## src/hw/rtl/crpe_pkg.sv

```systemverilog
`timescale 1ns / 1ps
// ----------------------------------------------------------------------------
// crpe_pkg
// Types and constants shared by the Catmull-Rom path evaluator.
// ----------------------------------------------------------------------------
package crpe_pkg;

  localparam int MAX_POINTS  = 64;
  localparam int ADDR_W      = 6;
  localparam int COORD_W     = 32;
  localparam int FRAC_W      = 16;
  localparam int WT_FRAC     = 24;
  localparam int WEIGHT_W    = 30;
  localparam int COUNT_W     = 7;
  localparam int SEG_W       = 6;
  localparam int QUEUE_DEPTH = 4;

  localparam logic [COUNT_W-1:0] COUNT_MIN   = 7'd4;
  localparam logic [COUNT_W-1:0] COUNT_MAX   = 7'd64;
  localparam logic [COUNT_W-1:0] COUNT_RESET = 7'd4;

  localparam logic OP_WRITE = 1'b0;
  localparam logic OP_EVAL  = 1'b1;

  localparam logic signed [31:0] WT_ONE = 32'sd16777216;

  typedef logic signed [COORD_W-1:0]  coord_t;
  typedef logic signed [WEIGHT_W-1:0] weight_t;

  typedef struct packed {
    coord_t x;
    coord_t y;
    coord_t z;
  } point_t;

  typedef struct packed {
    logic              op;
    logic [ADDR_W-1:0] idx;
    point_t            pt;
    logic [SEG_W-1:0]  seg;
    weight_t [3:0]     wp;
    weight_t [3:0]     wd;
  } prep_item_t;

  typedef struct packed {
    logic             valid;
    logic             first;
    logic             last;
    weight_t          wp;
    weight_t          wd;
    logic [SEG_W-1:0] seg;
  } blend_ctl_t;

  typedef struct packed {
    logic       busy;
    logic [1:0] cnt;
  } seq_stat_t;

  typedef struct packed {
    coord_t           pos_x;
    coord_t           pos_y;
    coord_t           pos_z;
    coord_t           tangent_x;
    coord_t           tangent_y;
    coord_t           tangent_z;
    logic [SEG_W-1:0] segment;
  } result_t;

endpackage

```

## src/hw/rtl/crpe_out_queue.sv

```systemverilog
`timescale 1ns / 1ps
// ----------------------------------------------------------------------------
// crpe_out_queue
// Small result queue between the blend pipeline and the result channel.
// ----------------------------------------------------------------------------
module crpe_out_queue (
  input  logic               clk,
  input  logic               rst,
  input  logic               push,
  input  crpe_pkg::result_t  din,
  input  logic               pop,
  output logic               valid,
  output crpe_pkg::result_t  dout,
  output logic [2:0]         count
);
  import crpe_pkg::*;

  result_t    slots [QUEUE_DEPTH];
  logic [1:0] wr_ptr;
  logic [1:0] rd_ptr;

  assign valid = (count != 3'd0);
  assign dout  = slots[rd_ptr];

  always_ff @(posedge clk) begin
    if (rst) begin
      wr_ptr <= 2'd0;
      rd_ptr <= 2'd0;
      count  <= 3'd0;
    end else begin
      if (push) begin
        wr_ptr <= wr_ptr + 2'd1;
      end
      if (pop) begin
        rd_ptr <= rd_ptr + 2'd1;
      end
      count <= count + {2'b0, push} - {2'b0, pop};
    end
  end

  always_ff @(posedge clk) begin
    if (push) begin
      slots[wr_ptr] <= din;
    end
  end

endmodule

```

## config.mk

```make
export PLATFORM = sky130hd
export DESIGN_NAME = crpe_out_queue
export DESIGN_NICKNAME = d
export VERILOG_FILES = /design/src/hw/rtl/crpe_pkg.sv /design/src/hw/rtl/crpe_out_queue.sv
export SDC_FILE = /design/constraint.sdc
export NUM_CORES = 1
export LEC_CHECK = 0
export BUFFER_PORTS_ARGS = -buffer_cell sky130_fd_sc_hd__buf_4
export CORE_ASPECT_RATIO = 0.5
export CORE_UTILIZATION = 45
export CTS_BUF_LIST = sky130_fd_sc_hd__clkbuf_4 sky130_fd_sc_hd__clkbuf_8
export DETAILED_ROUTE_END_ITERATION = 8
export PLACE_DENSITY_LB_ADDON = 0.12
export RECOVER_POWER = 25
export SLEW_MARGIN = 10
export SYNTH_ARGS = -nofsm -noshare
export SYNTH_HDL_FRONTEND = slang
export SYNTH_SLANG_ARGS = --single-unit
```

## constraint.sdc

```tcl
create_clock -name clk -period 9.6 [get_ports clk]
set_clock_uncertainty 0.05 [all_clocks]
set_input_delay 2.4 -clock clk [delete_from_list [all_inputs] [get_ports clk]]
set_output_delay 2.4 -clock clk [all_outputs]
set_load 0.05 [all_outputs]
```

==> load_flow_metrics.sql <==
INSERT INTO impl_metrics (metric_group, metric, value, unit) VALUES
('timing', 'hold_viol_final', '0', ''),
('timing', 'grt_setup_unrepaired', 'no', ''),
('pwr', 'power.leakage', '11.22', 'nW'),
('timing', 'tns', '0', 'ns'),
('detailed_routing', 'detail_route.vias_per_cell', '5.195', ''),
('pwr', 'power.density_cell_area', '225.7', 'mW/mm²'),
('worst_setup_path', 'timing.reg2reg.setup_slack', '6.51', 'ns'),
('timing', 'timing.fmax', '0.1711', 'GHz'),
('cells_and_area', 'area_added_between_synthesis_and_finish', '19.14', '%'),
('clocking', 'cts_tree', 'built', ''),
('synthesis', 'yosys.area.top_type_share', '82.06', '%'),
('clocking', 'insertion_delay', '0.71', 'ns'),
('clocking', 'clock_buffer_depth', '3', ''),
('die', 'die_w', '360.9', 'µm'),
('worst_setup_path', 'timing.critical_path.required', '7.15', 'ns'),
('synthesis', 'post_synth_main_area_contributors', 'edfxtp_1 82%, mux4_2 15%, dfxtp_1 0.62%', ''),
('clocking', 'cts_root_buffer', 'clkbuf_8', ''),
('worst_setup_path', 'critPathSlowestCell', 'dfxtp_4', ''),
('worst_setup_path', 'critical_path_class', 'reg -> out', ''),
('hold_path', 'worst_hold_path_type', 'reg -> reg', ''),
('detailed_routing', 'ant_nets', '0', ''),
('detailed_routing', 'dr.first_iter.drc_count', '879', ''),
('synthesis', 'average_footprint_of_a_synthesized_cell', '26.96', 'µm²'),
('die', 'fp.dieArea', '0.06548', 'mm²'),
('worst_setup_path', 'critPathLaunchType', 'flop', ''),
('hold_path', 'timing.hold.worst_path_depth', '2', ''),
('synthesis', 'yosysWarnings', '0', ''),
('die', 'rows', '65', ''),
('detailed_routing', 'drt-wirelength-per-cell', '23.72', 'µm'),
('place', 'preCtsSetupSlack', '4.433', 'ns'),
('global_route', 'global_route_usage_sum', '18.19', '%'),
('timing', 'min_period', '5.846', 'ns'),
('synthesis', 'post_synth_num_cell_types', '20', ''),
('synthesis', 'synth_largest_area_cell', 'edfxtp_1', ''),
('run', 'max-cap-violations', '0', ''),
('worst_setup_path', 'timing.critical_path.to', 'dout[94]', ''),
('place', 'finalWeightedCongestion', '0.7264', ''),
('die', 'floorplan.io_pins', '404', ''),
('clocking', 'cts.hold.buffers_added', '0', ''),
('clocking', 'clk_transition_reported_paths', '0.06', 'ns'),
('worst_setup_path', 'critical_path.cell_chain', 'buf_4, mux4_2, buf_4', ''),
('timing', 'finalSetupViolations', '0', ''),
('place', 'dp_hpwl', '35.13', 'mm'),
('cells_and_area', 'nets', '1772', ''),
('global_route', 'via_count_of_the_first_global_routing_pass', '14169', ''),
('clocking', 'postCtsSetupRepairBufs', '0', ''),
('global_route', 'grt_pass1_wl', '87.77', 'mm'),
('run_status', 'run_status', 'complete, no violations', ''),
('place', 'numPortBuffers', '403', ''),
('worst_setup_path', 'critical-path-max-stage-delay', '1.00', 'ns'),
('worst_setup_path', 'path_common_cell', 'buf_4', ''),
('timing', 'slew-limit-headroom', '28.89', '%'),
('timing', 'smallest_setup_slack_after_layout', '3.754', 'ns'),
('clocking', 'cts.htree.levels', '3', ''),
('synthesis', 'flop_and_latch_count_out_of_synthesis', '801', ''),
('timing', 'worst-slew-pin-transition', '1.067', 'ns'),
('clocking', 'cts_made_buffers', '110', ''),
('synthesis', 'netlist_instances', '1075', ''),
('hold_path', 'hold_start', 'rd_ptr[1]', ''),
('die', 'dieHeight', '181.5', 'µm'),
('timing', 'report.final.slew_viol_count', '0', ''),
('die', 'floorplan.initialDensity', '45.75', '%'),
('synthesis', 'synth_sequential_area_ratio', '82.68', '%'),
('worst_setup_path', 'endpoint_kind_of_the_worst_setup_timing_path', 'output port', ''),
('worst_setup_path', 'arrival', '3.40', 'ns'),
('detailed_routing', 'vias', '12905', ''),
('worst_setup_path', 'r2r_start', 'wr_ptr[0]', ''),
('worst_setup_path', 'r2r_end', 'slots[2][85]', ''),
('timing', 'final_min_period_over_clock_period', '60.90', '%'),
('worst_setup_path', 'ff2ff_path_depth', '5', ''),
('die', 'core_area', '0.06335', 'mm²'),
('pwr', 'worst_ir_drop_vdd', '0.0001326', 'V'),
('global_route', 'grt_remaining_overflow', '0', ''),
('global_route', 'antenna_found_initial', '2', ''),
('detailed_routing', 'drt_pass1_iterations', '4', ''),
('cells_and_area', 'drive_gt1_share', '40.06', '%'),
('global_route', 'grt_start_max_net_pins', '104', ''),
('worst_setup_path', 'crit_fanout', '68', ''),
('clocking', 'cts_resized', '0', ''),
('detailed_routing', 'post_route_wl', '58.93', 'mm'),
('clocking', 'tritoncts_num_sinks', '801', ''),
('synthesis', 'synthesis.area', '0.02898', 'mm²'),
('detailed_routing', 'remaining_drc_errors', '0', ''),
('synthesis', 'syn_nets', '1284', '');
per-stage QoR:
stage	area, µm²	total power [mW]	utilization [%]	instances	hold slack, ns
floorplan	28980	4.979	-	1075	0.4418
global placement	32930	5.344	51.98	2288	0.4474
detailed placement	32930	5.371	51.98	2288	0.4612
CTS	35040	7.929	55.31	2482	0.4717
global route	34530	8.083	54.50	2484	0.5176
finish	34530	7.792	54.50	2484	0.4755
Yosys cell counts:
library cell / number
edfxtp_1: 792
mux4_2: 198
buf_2: 22
buf_6: 15
dfxtp_1: 9
clkbuf_1: 6
ha_1: 6
inv_1: 6
nor2_1: 5
and2_1: 4
nor2b_1: 2
xnor2_1: 2
a21bo_2: 1
a21oi_1: 1
buf_1: 1
fa_1: 1
mux2i_1: 1
nand3b_1: 1
or3_1: 1
xor3_1: 1
cell type report:
| type | instances | area, µm² |
|---|---|---|
| fill | 4894 | 28830 |
| sequential | 801 | 23970 |
| multi-input combinational | 224 | 4701 |
| timing repair buffer | 420 | 2676 |
| clock buffer | 145 | 1777 |
| tap | 837 | 1047 |
| clock inverter | 49 | 330.3 |
| inverter | 6 | 22.52 |
| antenna | 2 | 5.005 |
cell families after synthesis:
logic type	count (synthesis)	synth area share, %
compound gates	2	0.05179
xor+xnor	3	0.1425
fa+ha+maj	7	0.3281
buf+inv	50	1.131
flops	801	82.68
mux	199	15.42
simple gates	13	0.2418
report_power, final:
group	switching [mW]	internal, mW	total [mW]
Sequential	0.0541	4.02	4.08
Clock	1.24	1.31	2.55
Combinational	0.777	0.391	1.17
Total	2.07	5.72	7.79
per-layer routing:
layer	global-route usage, %	vias up	wire (µm)
met2	33.68	258	33070
met5	0	-	0
li1	-	5655	-
met1	21.25	6903	22470
met4	5.872	0	1262
met3	3.642	89	2128
how the worst min path moves through the flow:
stage / to
floorplan: flop
global placement: flop
detailed placement: flop
CTS: flop
global route: flop
finish: flop
critical path: cells and delay by family, from the launching register on:
family | cells | cell delay (ns)
multiplexers | 1 | 0.44
flip-flops | 1 | 1.00
buffers and inverters | 2 | 1.15
flip-flops by register name, indices dropped and copies added, names as in the netlist, named ones only:
name / cells
slots: 792
count: 3
rd_ptr: 2
wr_ptr: 2
cell usage in the layout, fill, tap and decap left out:
cell and instances:
or3_1 1, xnor2_1 2, dfxtp_1 7, ha_1 6
clkinvlp_4 4, clkbuf_1 137, and2_4 4, mux4_2 198
mux2i_1 1, nor2_1 5, bufinv_16 4, xor3_1 1
buf_4 280, diode_2 2, clkinv_2 17, buf_12 3
clkbuf_8 110, fa_1 1, clkbuf_4 35, nand3b_1 1
a21bo_2 1, dfxtp_4 2, a21oi_1 1, inv_1 6
edfxtp_1 792, nor2b_1 2, clkinv_1 23, inv_6 1
No activity file was read; power rests on OpenSTA's default activity.
