## config.mk

```make
export PLATFORM = sky130hd
export DESIGN_NAME = crpe_prep
export DESIGN_NICKNAME = d
export VERILOG_FILES = /design/src/hw/rtl/crpe_pkg.sv /design/src/hw/rtl/crpe_prep.sv
export SDC_FILE = /design/constraint.sdc
export NUM_CORES = 2
export LEC_CHECK = 0
export BUFFER_PORTS_ARGS = -buffer_cell sky130_fd_sc_hd__buf_2
export CORE_ASPECT_RATIO = 0.8
export CORE_MARGIN = 3
export CORE_UTILIZATION = 30
export DETAILED_ROUTE_END_ITERATION = 8
export PLACE_DENSITY = 0.55
export SETUP_SLACK_MARGIN = 0.4
export SLEW_MARGIN = 5
export SYNTH_ARGS = -nofsm -noshare
export SYNTH_HDL_FRONTEND = slang
export SYNTH_SLANG_ARGS = --single-unit
```

## constraint.sdc

```tcl
create_clock -name clk -period 78 [get_ports clk]
set_input_delay 11.7 -clock clk [delete_from_list [all_inputs] [get_ports clk]]
set_output_delay 11.7 -clock clk [all_outputs]
set_load 0.05 [all_outputs]
```

## src/hw/rtl/crpe_pkg.sv

```systemverilog
`timescale 1ns / 1ps
// ----------------------------------------------------------------------------
// crpe_pkg
// Types and constants shared by the Catmull-Rom path evaluator.
// ----------------------------------------------------------------------------
package crpe_pkg;

  localparam int MAX_POINTS  = 64;
  localparam int ADDR_W      = 6;
  localparam int COORD_W     = 32;
  localparam int FRAC_W      = 16;
  localparam int WT_FRAC     = 24;
  localparam int WEIGHT_W    = 30;
  localparam int COUNT_W     = 7;
  localparam int SEG_W       = 6;
  localparam int QUEUE_DEPTH = 4;

  localparam logic [COUNT_W-1:0] COUNT_MIN   = 7'd4;
  localparam logic [COUNT_W-1:0] COUNT_MAX   = 7'd64;
  localparam logic [COUNT_W-1:0] COUNT_RESET = 7'd4;

  localparam logic OP_WRITE = 1'b0;
  localparam logic OP_EVAL  = 1'b1;

  localparam logic signed [31:0] WT_ONE = 32'sd16777216;

  typedef logic signed [COORD_W-1:0]  coord_t;
  typedef logic signed [WEIGHT_W-1:0] weight_t;

  typedef struct packed {
    coord_t x;
    coord_t y;
    coord_t z;
  } point_t;

  typedef struct packed {
    logic              op;
    logic [ADDR_W-1:0] idx;
    point_t            pt;
    logic [SEG_W-1:0]  seg;
    weight_t [3:0]     wp;
    weight_t [3:0]     wd;
  } prep_item_t;

  typedef struct packed {
    logic             valid;
    logic             first;
    logic             last;
    weight_t          wp;
    weight_t          wd;
    logic [SEG_W-1:0] seg;
  } blend_ctl_t;

  typedef struct packed {
    logic       busy;
    logic [1:0] cnt;
  } seq_stat_t;

  typedef struct packed {
    coord_t           pos_x;
    coord_t           pos_y;
    coord_t           pos_z;
    coord_t           tangent_x;
    coord_t           tangent_y;
    coord_t           tangent_z;
    logic [SEG_W-1:0] segment;
  } result_t;

endpackage

```

## src/hw/rtl/crpe_prep.sv

```systemverilog
`timescale 1ns / 1ps
// ----------------------------------------------------------------------------
// crpe_prep
// Four-stage front pipeline: segment split, t^2, t^3, basis weights.
// ----------------------------------------------------------------------------
module crpe_prep (
  input  logic                        clk,
  input  logic                        rst,
  input  logic                        in_valid,
  output logic                        in_ready,
  input  logic                        op,
  input  logic [5:0]                  idx,
  input  crpe_pkg::point_t            pt,
  input  logic [15:0]                 pos,
  input  logic [6:0]                  count,
  input  logic                        take,
  output logic                        out_valid,
  output crpe_pkg::prep_item_t        out_item
);
  import crpe_pkg::*;

  logic                adv;
  logic [COUNT_W-1:0]  cnt_eff;
  logic [COUNT_W-1:0]  segs;
  logic [22:0]         prod;
  logic                v1, v2, v3, v4;
  logic                op1, op2, op3;
  logic [ADDR_W-1:0]   idx1, idx2, idx3;
  point_t              pt1, pt2, pt3;
  logic [SEG_W-1:0]    seg1, seg2, seg3;
  logic [23:0]         tw1, tw2, tw3;
  logic [24:0]         t2_2, t2_3, t3_3;
  logic [48:0]         sq_rnd;
  logic [49:0]         cube_rnd;
  logic signed [31:0]  a, b, c;
  logic signed [31:0]  wp_c [4];
  logic signed [31:0]  wd_c [4];

  assign adv       = !v4 || take;
  assign in_ready  = adv;
  assign out_valid = v4;

  always_comb begin
    if (count < COUNT_MIN) begin
      cnt_eff = COUNT_MIN;
    end else if (count > COUNT_MAX) begin
      cnt_eff = COUNT_MAX;
    end else begin
      cnt_eff = count;
    end
    segs = cnt_eff - 7'd3;
    prod = {7'b0, pos} * {16'b0, segs};
  end

  assign sq_rnd   = {25'b0, tw1} * {25'b0, tw1} + 49'h0800000;
  assign cube_rnd = {25'b0, t2_2} * {26'b0, tw2} + 50'h0800000;

  always_comb begin
    a = $signed({8'b0, tw3});
    b = $signed({7'b0, t2_3});
    c = $signed({7'b0, t3_3});
    wp_c[0] = -c + 2 * b - a;
    wp_c[1] = 3 * c - 5 * b + 2 * WT_ONE;
    wp_c[2] = -3 * c + 4 * b + a;
    wp_c[3] = c - b;
    wd_c[0] = -3 * b + 4 * a - WT_ONE;
    wd_c[1] = 9 * b - 10 * a;
    wd_c[2] = -9 * b + 8 * a + WT_ONE;
    wd_c[3] = 3 * b - 2 * a;
  end

  always_ff @(posedge clk) begin
    if (rst) begin
      v1 <= 1'b0;
      v2 <= 1'b0;
      v3 <= 1'b0;
      v4 <= 1'b0;
    end else if (adv) begin
      v1 <= in_valid;
      v2 <= v1;
      v3 <= v2;
      v4 <= v3;
    end
  end

  always_ff @(posedge clk) begin
    if (adv) begin
      op1  <= op;
      idx1 <= idx;
      pt1  <= pt;
      seg1 <= prod[21:16];
      tw1  <= {prod[15:0], 8'b0};

      op2  <= op1;
      idx2 <= idx1;
      pt2  <= pt1;
      seg2 <= seg1;
      tw2  <= tw1;
      t2_2 <= sq_rnd[48:24];

      op3  <= op2;
      idx3 <= idx2;
      pt3  <= pt2;
      seg3 <= seg2;
      tw3  <= tw2;
      t2_3 <= t2_2;
      t3_3 <= cube_rnd[48:24];

      out_item.op  <= op3;
      out_item.idx <= idx3;
      out_item.pt  <= pt3;
      out_item.seg <= seg3;
      for (int i = 0; i < 4; i++) begin
        out_item.wp[i] <= wp_c[i][WEIGHT_W-1:0];
        out_item.wd[i] <= wd_c[i][WEIGHT_W-1:0];
      end
    end
  end

endmodule

```

==> results.sh <==
export IMPL_avgRoutedWirePerCell_um=18.05
export IMPL_drtAntennaViolNets=0
export IMPL_crit_type="in2out"
export IMPL_skew_ns=0.09225
export IMPL_yosysWarnings=0
export IMPL_grt_ovfl_total=0
export IMPL_utilization_pct=34.23
export IMPL_holdWs_ns=0.3972
export IMPL_grt_pass1_vias=45290
export IMPL_crit_path_top_delay_cell="nand2b_4"
export IMPL_area_growth_syn_to_layout_pct=13.27
export IMPL_path_max_fanout=34
export IMPL_ys_flop_type="edfxtp_1"
export IMPL_crit_chain="buf_2, nand2b_4, buf_2"
export IMPL_hold_class="reg2reg"
export IMPL_netlist_instances=5899
export IMPL_clkLatencyLatePin_ns=0.73
export IMPL_gp_congestion=0.8645
export IMPL_worstPathArrival_ns=12.74
export IMPL_tns_ns=0
export IMPL_layout_commonest_cell="inv_1"
export IMPL_clock_sinks=791
export IMPL_avgSynthCellArea_um2=11.29
export IMPL_worst_path_stages=3
export IMPL_drt_iter0_drc=2606
export IMPL_grt_usage_pct=14.95
export IMPL_cts_tree="done"
export IMPL_cts_path_max_buffers=3
export IMPL_die_area_um2=227800
export IMPL_cts_setup_buffers=0
export IMPL_whs_path_depth=0
export IMPL_critical_path_buf_inv_count=2
export IMPL_drive_gt1_share_pct=10.92
export IMPL_grt_pass1_wl_mm=264.9
export IMPL_crit_path_frequent_cell="buf_2"
export IMPL_ios=481
export IMPL_ff2ff_setup_slack_ns=68.99
export IMPL_ff2ff_path_depth=22
export IMPL_async_flop_share_pct=0
export IMPL_layout_nets=7993
export IMPL_timing_fmax_mhz=40.91
export IMPL_h_tree_depth=3
export IMPL_dp_hpwl_mm=134.3
export IMPL_cp_end_kind="primary output"
export IMPL_critPathLaunchType="input pin"
export IMPL_slew_violations=0
export IMPL_fp_dieW_um=532.9
export IMPL_startpoint="take"
export IMPL_nFillCells=22080
export IMPL_grt_max_degree=91
export IMPL_hold_start="pt1[68]$_DFFE_PP_"
export IMPL_ys_seq_area_share_pct=35.59
export IMPL_ctsResizeCount=0
export IMPL_wl_mm=170.0
export IMPL_yosysUniqueCellTypes=81
export IMPL_die_height_um=427.5
export IMPL_path_clk_slew_ns=0.06
export IMPL_setup_violations=0
export IMPL_netlist_area_um2=66620
export IMPL_num_rows=154
export IMPL_via_count=43360
export IMPL_cts_root_buf="clkbuf_16"
export IMPL_final_cell_mix="inv_1, edfxtp_1, fa_1"
export IMPL_syn_nets=7503
export IMPL_max_stage_delay_ns=0.55
export IMPL_period_needed_ns=24.44
export IMPL_critPathTopFamily="simple AND/OR/NAND/NOR gates"
export IMPL_synth_edff_count=787
export IMPL_tightestPinTransition_ns=1.139
export IMPL_io_buffers=480
export IMPL_ctsHoldBuffers=0
export IMPL_drc=0
export IMPL_status="finished clean"
export IMPL_required_ns=66.30
export IMPL_drt_first_pass_iters=5
export IMPL_antenna_found_initial=4
export IMPL_drv_cap=0
export IMPL_hold_viol=0
export IMPL_r2r_start="tw2[23]$_DFFE_PP_"
export IMPL_numCtsBuffers=86
export IMPL_routed_via_density=4.602
export IMPL_rsz0062_at_grt="no"
export IMPL_slew_headroom_pct=22.11
export IMPL_ys_ff_latch=791
export IMPL_core_area_um2=220400
export IMPL_period_share_pct=31.34
export IMPL_start_util_pct=30.22
## stage by stage
stage	instance area [um^2]	worst slack, ns	cells
finish	75460	53.56	9421
global route	75450	53.49	9418
CTS	75450	53.52	9418
detailed placement	72530	53.52	9265
global placement	72530	53.52	9265
floorplan	66620	32.76	5899
## logic make-up (layout without fill, tap and decap cells)
logic type                 Yosys count  in the layout  share of synthesized area, %
other                                0              3                             0
adders and majority gates         1474           1474                         36.45
buffers and inverters             1370           1925                         7.798
and+or+nand+nor                   1314           1314                         9.762
DFF                                791            791                         35.59
AOI/OAI and AO/OA                  641            641                         6.314
muxes                               11             11                        0.1672
xor gates and xnor gates           298            298                         3.918
## worst paths after layout
check,endpoint
min,pt2[68]$_DFFE_PP_
min reg2reg,pt2[68]$_DFFE_PP_
max,in_ready
max reg2reg,t3_3[21]$_DFFE_PP_
## layer usage
layer	wire length [um]	up-vias	GRT usage [%]	share of wire (%)
li1	-	20220	-	-
met2	77400	1125	24.20	46
met4	3564	0	3.459	2.1
met3	9037	182	2.249	5.3
met5	0	-	0	0
met1	80030	21830	21.09	47
## synthesized netlist by cell type (6+ instances only)
library cell  instances  area [um^2]
xnor2_1             210         1839
a311oi_1              6        52.55
and4_1                7        61.31
clkbuf_1            101        379.1
nand3_1              74        370.4
nor4_1                7        43.79
o21a_1               35        262.8
nand4_1              25        156.4
and3_1               36        225.2
o21ai_0             106        530.5
nand2_1             502         1884
a21oi_1             189        945.9
or2_2                27        168.9
a2111oi_0             9        78.83
o311ai_0              6        52.55
nor2_1              163        611.8
nor3_1               73        365.4
nor2b_1              37        231.5
mux2i_1              10        100.1
a41oi_1               8        70.07
o31ai_1              16        120.1
o41ai_1               7        61.31
buf_4                12        90.09
xor2_1               88        770.7
a21o_1               76        570.6
and2_1              256         1602
fa_1                778        15570
o21bai_1             35        262.8
nor3b_1               8        60.06
o211ai_1             18        135.1
or3_1                26        162.7
a31oi_1              27        168.9
inv_1              1255         4711
ha_1                696         8708
nand2b_1             40        250.2
a211o_1              10        87.58
o2111ai_1             8        70.07
a21boi_0             13        97.59
nand3b_1             10        75.07
a211oi_1             26        195.2
edfxtp_1            787        23630
## final cells by class
cell class / count / area [um^2] / share of cell area, %
antenna: 3 / 7.507 / 0.009948
clock buffer: 96 / 2190 / 2.902
clock inverter: 57 / 729.5 / 0.9667
inverter: 1255 / 4711 / 6.243
multi-input combinational: 3738 / 37720 / 49.99
sequential: 791 / 23710 / 31.42
tap: 2964 / 3709 / 4.915
timing repair buffer: 517 / 2680 / 3.552
## sequential cells by signal (all words and copies together) (netlist names), 6 cells and up
name and cells:
idx2 6, pt3 96, t2_2 25, pt2 96, t2_3 25, idx1 6, t3_3 25, seg1 6
seg3 6, pt1 96, seg2 6, tw2 16, out_item 337, tw1 16, tw3 16, idx3 6
Power is not shown: default switching activity piles up to over one toggle a cycle in this logic, so the estimate is an artifact.
